--- config.mk ---
export PLATFORM = sky130hd
export DESIGN_NAME = char_lcd_number_formatter_core
export DESIGN_NICKNAME = d
export VERILOG_FILES = /design/src/hdl/clnf_pkg.sv /design/src/hdl/clnf_front.sv /design/src/hdl/clnf_queue.sv /design/src/hdl/clnf_back.sv /design/src/hdl/char_lcd_number_formatter_core.sv
export SDC_FILE = /design/constraint.sdc
export NUM_CORES = 1
export LEC_CHECK = 0
export ABC_AREA = 1
export ABC_CLOCK_PERIOD_IN_PS = 3950
export CAP_MARGIN = 40
export CORE_UTILIZATION = 30
export DETAILED_ROUTE_END_ITERATION = 6
export DONT_BUFFER_PORTS = 1
export PLACE_DENSITY_LB_ADDON = 0.2
export RECOVER_POWER = 50
export SLEW_MARGIN = 20
export SYNTH_ARGS = -nofsm -noshare
export SYNTH_HDL_FRONTEND = slang
export SYNTH_HIERARCHICAL = 1
export SYNTH_SLANG_ARGS = --single-unit
--- constraint.sdc ---
create_clock -name clk -period 3.95 [get_ports clk]
set_input_delay 1.185 -clock clk [delete_from_list [all_inputs] [get_ports clk]]
set_output_delay 1.185 -clock clk [all_outputs]
set_load 0.01 [all_outputs]
--- src/hdl/clnf_pkg.sv ---
// Shared types, constants and helpers for the character-LCD number formatter.
package clnf_pkg;

    // Request action codes
    typedef enum logic [2:0] {
        ACT_CHAR = 3'd0,
        ACT_UDEC = 3'd1,
        ACT_SDEC = 3'd2,
        ACT_HEX  = 3'd3,
        ACT_BIN  = 3'd4
    } action_t;

    // What the back end has to do for a queued job
    typedef enum logic [2:0] {
        KIND_NONE,
        KIND_CHAR,
        KIND_DEC,
        KIND_HEX,
        KIND_BIN
    } job_kind_t;

    typedef enum logic [2:0] {
        ST_IDLE,
        ST_CONV,
        ST_CMD,
        ST_SIGN,
        ST_DIGIT,
        ST_CHAR
    } state_t;

    localparam int MAG_W       = 17;            // magnitude of -32768 needs only 16 bits
    localparam int BCD_DIGITS  = 5;             // magnitudes top out at 65535, five digits
    localparam int BCD_W       = 4 * BCD_DIGITS;
    localparam int QUEUE_DEPTH = 2;

    localparam logic [7:0] CMD_SET_ADDR = 8'h80;
    localparam logic [6:0] LINE2_OFFSET = 7'h40;
    localparam logic [7:0] CHR_ZERO     = 8'h30;
    localparam logic [7:0] CHR_A        = 8'h41;
    localparam logic [7:0] CHR_PLUS     = 8'h2B;
    localparam logic [7:0] CHR_MINUS    = 8'h2D;

    typedef struct packed {
        job_kind_t          kind;
        logic [7:0]         cmd_byte;
        logic               sign_en;
        logic               neg;
        logic [MAG_W-1:0]   mag;
        logic [4:0]         ndig;
    } job_t;

    // Map a digit value to its upper-case ASCII character
    function automatic logic [7:0] digit_char(input logic [3:0] d);
        logic [7:0] ch;
        if (d < 4'd10)
            ch = CHR_ZERO + {4'd0, d};
        else
            ch = CHR_A + {4'd0, d - 4'd10};
        return ch;
    endfunction

endpackage

--- src/hdl/clnf_front.sv ---
// Front end: classify a request into a job for the back end.
module clnf_front
    import clnf_pkg::*;
#(
    parameter int MAX_DIGITS = 16
)
(
    input  logic [2:0]  action,
    input  logic [1:0]  row,
    input  logic [4:0]  col,
    input  logic [15:0] value,
    input  logic [4:0]  digit_count,
    output job_t        job
);

    localparam logic [4:0] MAX_CNT = 5'(MAX_DIGITS);

    logic [6:0] addr;

    always_comb
    begin
        // address wraps modulo 128
        addr = {2'b00, col} + 7'h7F + ((row == 2'd1) ? 7'h00 : LINE2_OFFSET);

        job.cmd_byte = CMD_SET_ADDR | {1'b0, addr};
        job.ndig     = (digit_count > MAX_CNT) ? MAX_CNT : digit_count;
        job.sign_en  = 1'b0;
        job.neg      = 1'b0;
        job.mag      = {1'b0, value};

        case (action)
            ACT_CHAR: job.kind = KIND_CHAR;
            ACT_UDEC: job.kind = KIND_DEC;
            ACT_SDEC:
            begin
                job.kind    = KIND_DEC;
                job.sign_en = (value != 16'd0);
                job.neg     = value[15];
                if (value[15])
                    job.mag = 17'h10000 - {1'b0, value};
            end
            ACT_HEX:  job.kind = KIND_HEX;
            ACT_BIN:  job.kind = KIND_BIN;
            default:  job.kind = KIND_NONE;
        endcase
    end

endmodule

--- src/hdl/clnf_queue.sv ---
// Short job queue between the front end and the back end.
module clnf_queue
    import clnf_pkg::*;
(
    input  logic clk,
    input  logic rst_n,
    input  logic wr_en,
    input  job_t wr_job,
    output logic full,
    input  logic rd_en,
    output job_t rd_job,
    output logic empty
);

    localparam int PTR_W = (QUEUE_DEPTH > 1) ? $clog2(QUEUE_DEPTH) : 1;
    localparam int CNT_W = $clog2(QUEUE_DEPTH + 1);
    localparam logic [PTR_W-1:0] LAST_PTR = PTR_W'(QUEUE_DEPTH - 1);
    localparam logic [CNT_W-1:0] FULL_CNT = CNT_W'(QUEUE_DEPTH);

    job_t             mem_reg [QUEUE_DEPTH];
    logic [PTR_W-1:0] wr_ptr_reg, wr_ptr_next;
    logic [PTR_W-1:0] rd_ptr_reg, rd_ptr_next;
    logic [CNT_W-1:0] cnt_reg, cnt_next;

    assign full   = (cnt_reg == FULL_CNT);
    assign empty  = (cnt_reg == '0);
    assign rd_job = mem_reg[rd_ptr_reg];

    always_comb
    begin
        wr_ptr_next = wr_ptr_reg;
        rd_ptr_next = rd_ptr_reg;
        cnt_next    = cnt_reg;
        if (wr_en)
            wr_ptr_next = (wr_ptr_reg == LAST_PTR) ? '0 : wr_ptr_reg + 1'b1;
        if (rd_en)
            rd_ptr_next = (rd_ptr_reg == LAST_PTR) ? '0 : rd_ptr_reg + 1'b1;
        if (wr_en && !rd_en)
            cnt_next = cnt_reg + 1'b1;
        else if (rd_en && !wr_en)
            cnt_next = cnt_reg - 1'b1;
    end

    always_ff @(posedge clk or negedge rst_n)
    begin
        if (!rst_n)
        begin
            wr_ptr_reg <= '0;
            rd_ptr_reg <= '0;
            cnt_reg    <= '0;
        end
        else
        begin
            wr_ptr_reg <= wr_ptr_next;
            rd_ptr_reg <= rd_ptr_next;
            cnt_reg    <= cnt_next;
        end
    end

    always_ff @(posedge clk)
    begin
        if (wr_en)
            mem_reg[wr_ptr_reg] <= wr_job;
    end

endmodule

--- src/hdl/clnf_back.sv ---
// Back end: binary-to-BCD conversion and sequencing of LCD bus writes.
module clnf_back
    import clnf_pkg::*;
(
    input  logic       clk,
    input  logic       rst_n,
    input  logic       job_valid,
    input  job_t       job,
    output logic       job_take,
    output logic       empty,
    input  logic       pop,
    output logic       is_data,
    output logic [7:0] bus_byte,
    output logic       last
);

    state_t            state_reg, state_next;
    job_kind_t         kind_reg, kind_next;
    logic [7:0]        cmd_reg, cmd_next;
    logic              sign_en_reg, sign_en_next;
    logic              neg_reg, neg_next;
    logic [MAG_W-1:0]  mag_reg, mag_next;
    logic [BCD_W-1:0]  bcd_reg, bcd_next;
    logic [4:0]        bit_cnt_reg, bit_cnt_next;
    logic [4:0]        remaining_reg, remaining_next;

    logic              out_valid_reg, out_valid_next;
    logic              out_data_reg, out_data_next;
    logic [7:0]        out_byte_reg, out_byte_next;
    logic              out_last_reg, out_last_next;

    logic              out_free;
    logic              emit;
    logic              emit_data;
    logic [7:0]        emit_byte;
    logic              emit_last;
    logic [BCD_W-1:0]  bcd_adj;
    logic [3:0]        pos;
    logic [3:0]        digit;

    localparam logic [4:0] CONV_LAST = 5'(MAG_W - 1);

    assign empty    = !out_valid_reg;
    assign is_data  = out_data_reg;
    assign bus_byte = out_byte_reg;
    assign last     = out_last_reg;
    assign out_free = !out_valid_reg || pop;

    // Double-dabble adjust: add 3 to every BCD digit of 5 or more
    always_comb
    begin
        for (int d = 0; d < BCD_DIGITS; d++)
        begin
            if (bcd_reg[4*d +: 4] >= 4'd5)
                bcd_adj[4*d +: 4] = bcd_reg[4*d +: 4] + 4'd3;
            else
                bcd_adj[4*d +: 4] = bcd_reg[4*d +: 4];
        end
    end

    // Pick the digit at the current position; positions past the value show zero
    always_comb
    begin
        pos   = 4'(remaining_reg - 5'd1);
        digit = 4'd0;
        case (kind_reg)
            KIND_DEC:
            begin
                for (int d = 0; d < BCD_DIGITS; d++)
                    if (pos == 4'(d))
                        digit = bcd_reg[4*d +: 4];
            end
            KIND_HEX:
            begin
                for (int d = 0; d < BCD_DIGITS; d++)
                    if (pos == 4'(d))
                        digit = 4'({{(BCD_W - MAG_W){1'b0}}, mag_reg} >> (4 * d));
            end
            KIND_BIN: digit = {3'd0, mag_reg[pos]};
            default:  digit = 4'd0;
        endcase
    end

    always_comb
    begin
        state_next     = state_reg;
        kind_next      = kind_reg;
        cmd_next       = cmd_reg;
        sign_en_next   = sign_en_reg;
        neg_next       = neg_reg;
        mag_next       = mag_reg;
        bcd_next       = bcd_reg;
        bit_cnt_next   = bit_cnt_reg;
        remaining_next = remaining_reg;
        job_take       = 1'b0;
        emit           = 1'b0;
        emit_data      = 1'b1;
        emit_byte      = 8'd0;
        emit_last      = 1'b0;

        case (state_reg)
            ST_IDLE:
            begin
                if (job_valid)
                begin
                    job_take       = 1'b1;
                    kind_next      = job.kind;
                    cmd_next       = job.cmd_byte;
                    sign_en_next   = job.sign_en;
                    neg_next       = job.neg;
                    mag_next       = job.mag;
                    remaining_next = job.ndig;
                    bcd_next       = '0;
                    bit_cnt_next   = '0;
                    state_next     = (job.kind == KIND_DEC) ? ST_CONV : ST_CMD;
                end
            end
            ST_CONV:
            begin
                // shift one magnitude bit into the BCD register
                bcd_next     = {bcd_adj[BCD_W-2:0], mag_reg[MAG_W-1]};
                mag_next     = {mag_reg[MAG_W-2:0], 1'b0};
                bit_cnt_next = bit_cnt_reg + 5'd1;
                if (bit_cnt_reg == CONV_LAST)
                    state_next = ST_CMD;
            end
            ST_CMD:
            begin
                if (out_free)
                begin
                    emit      = 1'b1;
                    emit_data = 1'b0;
                    emit_byte = cmd_reg;
                    if (kind_reg == KIND_CHAR)
                        state_next = ST_CHAR;
                    else if (kind_reg == KIND_NONE)
                    begin
                        emit_last  = 1'b1;
                        state_next = ST_IDLE;
                    end
                    else if (sign_en_reg)
                        state_next = ST_SIGN;
                    else if (remaining_reg != 5'd0)
                        state_next = ST_DIGIT;
                    else
                    begin
                        emit_last  = 1'b1;
                        state_next = ST_IDLE;
                    end
                end
            end
            ST_SIGN:
            begin
                if (out_free)
                begin
                    emit      = 1'b1;
                    emit_byte = neg_reg ? CHR_MINUS : CHR_PLUS;
                    emit_last = (remaining_reg == 5'd0);
                    state_next = emit_last ? ST_IDLE : ST_DIGIT;
                end
            end
            ST_DIGIT:
            begin
                if (out_free)
                begin
                    emit           = 1'b1;
                    emit_byte      = digit_char(digit);
                    emit_last      = (remaining_reg == 5'd1);
                    remaining_next = remaining_reg - 5'd1;
                    if (emit_last)
                        state_next = ST_IDLE;
                end
            end
            ST_CHAR:
            begin
                if (out_free)
                begin
                    emit       = 1'b1;
                    emit_byte  = mag_reg[7:0];
                    emit_last  = 1'b1;
                    state_next = ST_IDLE;
                end
            end
            default: state_next = ST_IDLE;
        endcase
    end

    always_comb
    begin
        out_valid_next = out_valid_reg;
        out_data_next  = out_data_reg;
        out_byte_next  = out_byte_reg;
        out_last_next  = out_last_reg;
        if (emit)
        begin
            out_valid_next = 1'b1;
            out_data_next  = emit_data;
            out_byte_next  = emit_byte;
            out_last_next  = emit_last;
        end
        else if (pop)
            out_valid_next = 1'b0;
    end

    always_ff @(posedge clk or negedge rst_n)
    begin
        if (!rst_n)
        begin
            state_reg     <= ST_IDLE;
            out_valid_reg <= 1'b0;
        end
        else
        begin
            state_reg     <= state_next;
            out_valid_reg <= out_valid_next;
        end
    end

    always_ff @(posedge clk)
    begin
        kind_reg      <= kind_next;
        cmd_reg       <= cmd_next;
        sign_en_reg   <= sign_en_next;
        neg_reg       <= neg_next;
        mag_reg       <= mag_next;
        bcd_reg       <= bcd_next;
        bit_cnt_reg   <= bit_cnt_next;
        remaining_reg <= remaining_next;
        out_data_reg  <= out_data_next;
        out_byte_reg  <= out_byte_next;
        out_last_reg  <= out_last_next;
    end

    a_conv_bound: assert property (@(posedge clk) disable iff (!rst_n)
        state_reg == ST_CONV |-> bit_cnt_reg <= CONV_LAST)
        else $error("conversion ran past the magnitude width");

    a_take_idle: assert property (@(posedge clk) disable iff (!rst_n)
        job_take |-> state_reg == ST_IDLE && job_valid)
        else $error("job taken while busy or queue empty");

    a_digit_left: assert property (@(posedge clk) disable iff (!rst_n)
        state_reg == ST_DIGIT |-> remaining_reg != 5'd0)
        else $error("digit state with no digits left");

    a_out_hold: assert property (@(posedge clk) disable iff (!rst_n)
        out_valid_reg && !pop |=> out_valid_reg && $stable(out_byte_reg)
                                  && $stable(out_last_reg))
        else $error("pending write overwritten");

endmodule

--- src/hdl/char_lcd_number_formatter_core.sv ---
// Top level of the character-LCD number formatter: front end, job queue, back end.
//
//  channel   direction  handshake          payload
//  request   in         push / full        action, row, col, value, digit_count
//  bus write out        empty / pop        is_data, bus_byte, last
//
// A request yields 1 to 18 bus writes: the set-address command, then one
// character, or an optional sign and digit_count digits.
// Decimal requests are loaded and then pass through the shift-and-add-3
// BCD converter before the first write; other actions write after the load.
// After that the back end issues one write per cycle while pop keeps up.
// The job queue holds two classified requests, so the front end keeps taking
// requests while the back end works or waits on a stalled output.
// Reset (rst_n low, asynchronous) empties the queue and the output register.
module char_lcd_number_formatter_core
    import clnf_pkg::*;
#(
    parameter int MAX_DIGITS = 16
)
(
    input  logic        clk,
    input  logic        rst_n,
    input  logic        push,
    output logic        full,
    input  logic [2:0]  action,
    input  logic [1:0]  row,
    input  logic [4:0]  col,
    input  logic [15:0] value,
    input  logic [4:0]  digit_count,
    output logic        empty,
    input  logic        pop,
    output logic        is_data,
    output logic [7:0]  bus_byte,
    output logic        last
);

    job_t front_job;
    job_t queue_job;
    logic queue_empty;
    logic job_take;
    logic push_ok;

    // accept an item only when the queue has room
    assign push_ok = push && !full;

    // classify: address command, digit source, sign, saturated digit count
    clnf_front #(
        .MAX_DIGITS (MAX_DIGITS)
    ) u_front (
        .action      (action),
        .row         (row),
        .col         (col),
        .value       (value),
        .digit_count (digit_count),
        .job         (front_job)
    );

    // decouple request acceptance from the slow write sequence
    clnf_queue u_queue (
        .clk    (clk),
        .rst_n  (rst_n),
        .wr_en  (push_ok),
        .wr_job (front_job),
        .full   (full),
        .rd_en  (job_take),
        .rd_job (queue_job),
        .empty  (queue_empty)
    );

    // convert and sequence the bus writes into the output register
    clnf_back u_back (
        .clk       (clk),
        .rst_n     (rst_n),
        .job_valid (!queue_empty),
        .job       (queue_job),
        .job_take  (job_take),
        .empty     (empty),
        .pop       (pop),
        .is_data   (is_data),
        .bus_byte  (bus_byte),
        .last      (last)
    );

endmodule
==> reports/metrics.cfg, run 1 <==
[clock_network]
clock_path_buffers=2
ctsHoldBuffers=0
clk_pin_slew_ns=0.07
cts_tree=done
cts_buffers=17
cts_resized=0
htree_levels=4
clock-root-buffer=clkbuf_16
postCtsSetupBuffers=0
clock_latency_ns=0.42
clkSinkCount=148

[power_and_ir_drop]
power_mw=7.29
p_clk_frac=0.225
seqPwrFrac=0.415
switchingPower_mw=2.88
power.density_nw_per_um2=812
internal_power_mw=4.41
peakVddDrop_mv=0.334
power.share.combinational=0.359
switching_share=0.395
leakage_nw=3.76

[critical_path]
crit_type=register to register
timing.rr.end=u_back/bus_byte[2]$_DFFE_PP_
worstPathRequired_ns=4.12
cp-end-kind=register
crit_slowest_cell=edfxtp_1
ff2ff_setup_slack_ns=0.74
critPathMaxFanout=23
critPathLaunchType=register
r2r_cells=16
critPathArrivalTime_ns=3.38
critPathMaxStageDelay_ns=0.64
cpMostUsedCell=nand2_1
regToRegStartpoint=u_back/remaining_reg[0]$_DFFE_PP_
crit_chain=inv_1 -> ha_1 -> xnor2_2 -> buf_4 -> nand3_4 -> o21ai_1 -> inv_1 -> nand2_1 -> nand2_1 -> nor2_4 -> ha_1 -> xnor2_1 -> nand4_1 -> nand2_1 -> nand2_1 -> nand2_1

[sta]
relSlewSlack=-0.446
fmax_ghz=0.311
worst_slew_pin_slew_ns=2.17
setup_violations=0
drv_slew=98
fin_setup_tns_ns=0
period_minus_slack_ns=3.21
rsz0062_at_grt=false
final_hold_viol_count=0
fin_skew_ns=0.00859
fin_crit_sh=0.813

[floorplanning]
io_pins=47
core_sq_um=26800
initial_core_util=0.305
die_h_um=167
die_area_sq_um=27900
row_count=60
die_w_um=167

[place]
place.port_buffers=0
place_inst=1149
hpwl_mm=12.2
place_congestion=0.853
place_area_sq_um=8470

[synthesis]
yosysTopAreaCell=edfxtp_1
synth_nets=881
ys.flop_type=edfxtp_1
synthTopCellsByArea=edfxtp_1 51%, nand2_1 7.7%, inv_1 5.9%
yosysSeqAreaShare=0.539
synthDistinctLibCells=46
synthCells=824
yosys.area.top_type_share=0.515
synthArstFlopShare=0.0541
ys_warn_count=6
netlist_area_sq_um=8170
syn_avg_cell_area_sq_um=9.91
ys_seq_elements=148
synth-edff-count=140

[global_routing]
grt_max_degree=43
antenna_found_initial=0
track_usage=0.129
grt_pass1_vias=5227
gr-total-overflow=0
grt_pass1_wl_mm=27.8

[routing]
ant_nets=0
drt_iter0_drc=292
first_pass_iters=5
vias=5439
drc=0
drt_wl_total_mm=17.1
wl_per_cell_um=14.5
via_per_inst=4.60

[run_status]
violations=max-capacitance violations, max-slew violations
status=finished, violations left

[layout]
antenna_cells=0
fin_util=0.335
final_cell_area_sq_um=8980
drive_above_1_share=0.0950
instances_no_fill=1183
area_growth_syn_to_layout_pct=10.0
final_cell_mix=168 x nand2_1, 140 x edfxtp_1, 130 x inv_1, 74 x nor2_1, 51 x o21ai_0
nFillCells=2698
final_common_cell=nand2_1
largest_reg_flops=70
layout.nets=886

[run]
cap_viol_max_count=3

[hold_path]
hold_path.class=primary input to async pin

==> power groups by stage <==
| stage | Combinational [mW] | Sequential (mW) | Clock, mW |
|---|---|---|---|
| final | 2.62 | 3.03 | 1.64 |
| after floorplan | 2.20 | 2.86 | 0 |
| after CTS | 2.69 | 3.05 | 1.69 |
| after detailed placement | 2.68 | 3.07 | 0 |
| after global placement | 2.68 | 3.08 | 0 |
| after global routing | 3.00 | 3.11 | 1.75 |
==> worst max-delay path: cells and delay by family (launching register included) <==
kind                     cells  cell delay (ns)
flip-flops                   1             0.64
AND/OR/NAND/NOR              8             0.72
AO/OA/AOI/OAI                1             0.17
buffers and inverters        3             0.60
XOR/XNOR                     2             0.25
adder cells (fa/ha/maj)      2             0.58
==> cells in the mapped netlist (3+ instances only) <==
| cell type | count |
|---|---|
| nand2_1 | 168 |
| edfxtp_1 | 140 |
| inv_1 | 128 |
| nor2_1 | 73 |
| o21ai_0 | 51 |
| nand3_1 | 33 |
| a21oi_1 | 32 |
| mux2_4 | 29 |
| nand4_1 | 23 |
| ha_1 | 22 |
| xor2_1 | 14 |
| clkbuf_1 | 11 |
| nor3_1 | 11 |
| dfrtp_1 | 8 |
| mux2_2 | 6 |
| o211ai_1 | 6 |
| buf_4 | 5 |
| nand2_2 | 5 |
| o21ai_1 | 5 |
| a221oi_1 | 4 |
| buf_12 | 4 |
| nor2_2 | 4 |
| xnor2_1 | 4 |
| a211oi_1 | 3 |
| a31oi_1 | 3 |
| inv_2 | 3 |
| nor3b_1 | 3 |
==> final cells by class <==
cell class                 count  area (sq um)  area share
inverter                     131           492      0.0547
clock inverter                15           173      0.0192
timing repair buffer          10          50.0     0.00557
multi-input combinational    521          3010       0.335
clock buffer                  17           425      0.0473
sequential                   148          4400       0.490
tap                          341           427      0.0475
==> worst max-delay path by stage <==
stage / endpoint / cells past startpoint / from / slack, ns
floorplan: u_queue/mem_reg[0][0]$_DFFE_PP_ / 4 / push / 0.62
finish: u_back/bus_byte[2]$_DFFE_PP_ / 16 / u_back/remaining_reg[0]$_DFFE_PP_ / 0.74
global placement: u_back/bus_byte[2]$_DFFE_PP_ / 16 / u_back/remaining_reg[0]$_DFFE_PP_ / 0.88
CTS: u_back/bus_byte[2]$_DFFE_PP_ / 16 / u_back/remaining_reg[0]$_DFFE_PP_ / 0.82
global route: u_back/bus_byte[2]$_DFFE_PP_ / 18 / u_back/remaining_reg[0]$_DFFE_PP_ / 0.41
detailed placement: u_back/bus_byte[2]$_DFFE_PP_ / 16 / u_back/remaining_reg[0]$_DFFE_PP_ / 0.82
==> metrics by stage <==
stage / hold slack [ns] / worst slack [ns]
after floorplan: 0.463 / 0.625
after global placement: 0.492 / 0.878
after detailed placement: 0.510 / 0.820
after CTS: 0.430 / 0.820
after global routing: 0.426 / 0.409
final: 0.450 / 0.738
==> layer usage <==
layer / track usage / vias to the layer above / share of wire / routed length, um
met5: 0 / - / 0 / 0
met4: 0.0483 / 0 / 0.018 / 315
met3: 0.0235 / 20 / 0.034 / 579
met2: 0.202 / 102 / 0.45 / 7660
met1: 0.176 / 2538 / 0.50 / 8540
li1: - / 2779 / - / -
==> cells by family after synthesis <==
kind of cell,after synthesis,synth area share
other,2,0.000920
adders and majority gates,22,0.0337
AOI/OAI and AO/OA,109,0.0734
DFF,148,0.539
buffers and inverters,155,0.0837
and+or+nand+nor,334,0.186
xor gates and xnor gates,19,0.0213
muxes,35,0.0616
Power figures use the tool's default switching activity.
==> inputs of run 2 (changes only) <==
- ABC_AREA: 1 -> 0
- ABC_CLOCK_PERIOD_IN_PS: 3950 -> 2800
- clock period: 3.95 -> 2.8 ns (I/O delays scaled with it)
==> reports/metrics.cfg, run 2 <==
[run_status]
status=finished, final reports clean  ; was finished, violations left

[floorplanning]
initial_core_util=0.308  ; was 0.305
die_h_um=164  ; was 167 um
core_sq_um=25400  ; was 26800 sq um
io_pins=47  ; unchanged
row_count=58  ; was 60
die_w_um=164  ; was 167 um
die_area_sq_um=26700  ; was 27900 sq um

[global_routing]
grt_pass1_vias=5024  ; was 5227
grt_pass1_wl_mm=26.6  ; was 27.8 mm
grt_max_degree=43  ; unchanged
track_usage=0.131  ; was 0.129
antenna_found_initial=0  ; unchanged
gr-total-overflow=0  ; unchanged

[layout]
layout.nets=743  ; was 886
final_cell_mix=140 x edfxtp_1, 89 x nand2_1, 59 x nor2_1, 34 x a21oi_1, 34 x buf_4  ; was 168 x nand2_1, 140 x edfxtp_1, 130 x inv_1, 74 x nor2_1, 51 x o21ai_0
antenna_cells=0  ; unchanged
instances_no_fill=1029  ; was 1183
nFillCells=2497  ; was 2698
final_cell_area_sq_um=9020  ; was 8980 sq um
final_common_cell=edfxtp_1  ; was nand2_1
drive_above_1_share=0.185  ; was 0.0950
fin_util=0.355  ; was 0.335
largest_reg_flops=70  ; unchanged
area_growth_syn_to_layout_pct=15.3  ; was 10.0%

[place]
place_area_sq_um=8380  ; was 8470 sq um
place.port_buffers=0  ; unchanged
place_inst=992  ; was 1149
place_congestion=0.850  ; was 0.853
hpwl_mm=12.0  ; was 12.2 mm

[sta]
drv_slew=0  ; was 98
fin_crit_sh=0.982  ; was 0.813
final_hold_viol_count=0  ; unchanged
relSlewSlack=0.0707  ; was -0.446
rsz0062_at_grt=true  ; was false
fmax_ghz=0.364  ; was 0.311 GHz
worst_slew_pin_slew_ns=1.39  ; was 2.17 ns
fin_skew_ns=0.00945  ; was 0.00859 ns
period_minus_slack_ns=2.75  ; was 3.21 ns
setup_violations=0  ; unchanged

[critical_path]
critPathMaxFanout=4  ; was 23
critPathArrivalTime_ns=2.92  ; was 3.38 ns
crit_type=register to register  ; unchanged
critPathLaunchType=register  ; unchanged
cp-end-kind=register  ; unchanged
worstPathRequired_ns=2.97  ; was 4.12 ns

[clock_network]
htree_levels=4  ; unchanged
clk_pin_slew_ns=0.07  ; about the same
clkSinkCount=148  ; unchanged
cts_buffers=17  ; unchanged
ctsHoldBuffers=0  ; unchanged
clock-root-buffer=clkbuf_16  ; unchanged
cts_tree=done  ; unchanged
clock_path_buffers=2  ; unchanged
clock_latency_ns=0.43  ; was 0.42 ns

[power_and_ir_drop]
switchingPower_mw=4.09  ; was 2.88 mW
leakage_nw=3.32  ; was 3.76 nW
seqPwrFrac=0.396  ; was 0.415
power.share.combinational=0.390  ; was 0.359
peakVddDrop_mv=0.496  ; was 0.334 mV
power.density_nw_per_um2=1220  ; was 812 nW/um^2
switching_share=0.371  ; was 0.395
p_clk_frac=0.214  ; was 0.225
internal_power_mw=6.93  ; was 4.41 mW

[routing]
via_per_inst=4.78  ; was 4.60
vias=4922  ; was 5439
ant_nets=0  ; unchanged
first_pass_iters=5  ; unchanged
wl_per_cell_um=16.2  ; was 14.5 um
drt_iter0_drc=272  ; was 292
drt_wl_total_mm=16.7  ; was 17.1 mm
drc=0  ; unchanged

[synthesis]
ys.flop_type=edfxtp_1  ; unchanged
synth-edff-count=140  ; unchanged
yosysTopAreaCell=edfxtp_1  ; unchanged
synth_nets=711  ; was 881
ys_warn_count=6  ; unchanged
synth.top_cells.by_count=140 x edfxtp_1, 89 x nand2_1, 59 x nor2_1  ; was 168 x nand2_1, 140 x edfxtp_1, 128 x inv_1
yosys.area.top_type_share=0.537  ; was 0.515
synthCells=654  ; was 824
yosysMostFrequentCell=edfxtp_1  ; was nand2_1
ys_seq_elements=148  ; unchanged
yosysSeqAreaShare=0.563  ; was 0.539
synthArstFlopShare=0.0541  ; unchanged
synthDistinctLibCells=63  ; was 46
syn_avg_cell_area_sq_um=12.0  ; was 9.91 sq um
netlist_area_sq_um=7830  ; was 8170 sq um
synthTopCellsByArea=edfxtp_1 54%, mux2_4 5.6%, nand2_1 4.3%  ; was edfxtp_1 51%, nand2_1 7.7%, inv_1 5.9%

[hold_path]
hold_path.class=primary input to async pin  ; unchanged

[run]
cap_viol_max_count=0  ; was 3

## run 2: final timing paths
check | start | to | slack, ns | depth (start not counted)
max | u_back/remaining_reg[0]$_DFFE_PP_ | u_back/bus_byte[2]$_DFFE_PP_ | 0.05 | 11
min reg2reg | u_queue/cnt_reg[1]$_DFFE_PN0P_ | u_queue/cnt_reg[1]$_DFFE_PN0P_ | 0.50 | 1
min in group clk | u_queue/cnt_reg[1]$_DFFE_PN0P_ | u_queue/cnt_reg[1]$_DFFE_PN0P_ | 0.50 | 1
max in group asynchronous | rst_n | u_queue/rd_ptr_reg$_DFFE_PN0P_ | 2.62 | 0
max reg2reg | u_back/remaining_reg[0]$_DFFE_PP_ | u_back/bus_byte[2]$_DFFE_PP_ | 0.05 | 11
min | rst_n | u_back/out_valid_reg$_DFFE_PN0P_ | 0.10 | 0
## run 2: power by group through the flow
stage,logic [mW],registers (mW),clock network [mW]
2_1_floorplan,3.18,4.08,0
6_report,4.30,4.36,2.35
3_3_place_gp,4.12,4.36,0
3_5_place_dp,4.20,4.39,0
5_1_grt,4.78,4.47,2.51
4_1_cts,4.31,4.35,2.42
## run 2: final cells by class
cell class                      instances  area (sq um)  share of cell area
Sequential cell                       148          4400               0.488
Multi-Input combinational cell        444          3170               0.351
Clock buffer                           17           425              0.0471
Tap cell                              330           413              0.0458
Timing Repair Buffer                   42           304              0.0337
Clock inverter                         15           185              0.0205
Inverter                               33           124              0.0137
## run 2: stage by stage
step	power, mW	TNS [ns]	hold slack (ns)	setup WS, ns
2_1_floorplan	7.27	-0.0451	0.456	-0.0451
3_3_place_gp	8.48	-0.142	0.476	-0.0716
3_5_place_dp	8.59	-0.164	0.486	-0.0837
4_1_cts	11.1	0	0.0791	0.00769
5_1_grt	11.8	-0.274	0.0747	-0.0781
6_report	11.0	0	0.102	0.0499
## run 2: critical path: stages (launching register included)
cell,delay [ns]
edfxtp_1,0.38
inv_2,0.08
buf_4,0.15
ha_4,0.28
mux4_2,0.49
mux2i_1,0.17
mux2i_1,0.12
a211o_1,0.31
ha_2,0.19
xnor2_1,0.13
o21ai_1,0.12
o22ai_1,0.08
## run 2: layer usage
layer / track usage / part of all wire / vias to the layer above
li1: - / - / 2406
met1: 0.164 / 0.46 / 2413
met2: 0.213 / 0.48 / 80
met3: 0.0361 / 0.039 / 23
met4: 0.0492 / 0.021 / 0
met5: 0 / 0 / -
## run 2: cells by family (layout without fill, tap and decap cells)
family          after synthesis  in the layout  share of synthesized area
compound gates              110            110                     0.0881
fa+ha+maj                    22             22                     0.0352
buf+inv                      62            107                     0.0387
other cells                   2              2                   0.000960
flops                       148            148                      0.563
simple gates                221            221                      0.140
xor+xnor                     40             40                     0.0448
mux                          49             49                     0.0897
## run 2: timing repair
item                                    in CTS  in global routing
setup buffers                                1                  4
endpoints found under the setup margin       4                  7
pin swaps                                    2                  6
gates resized for setup                     10                  9
endpoints found under the hold margin        0                  0
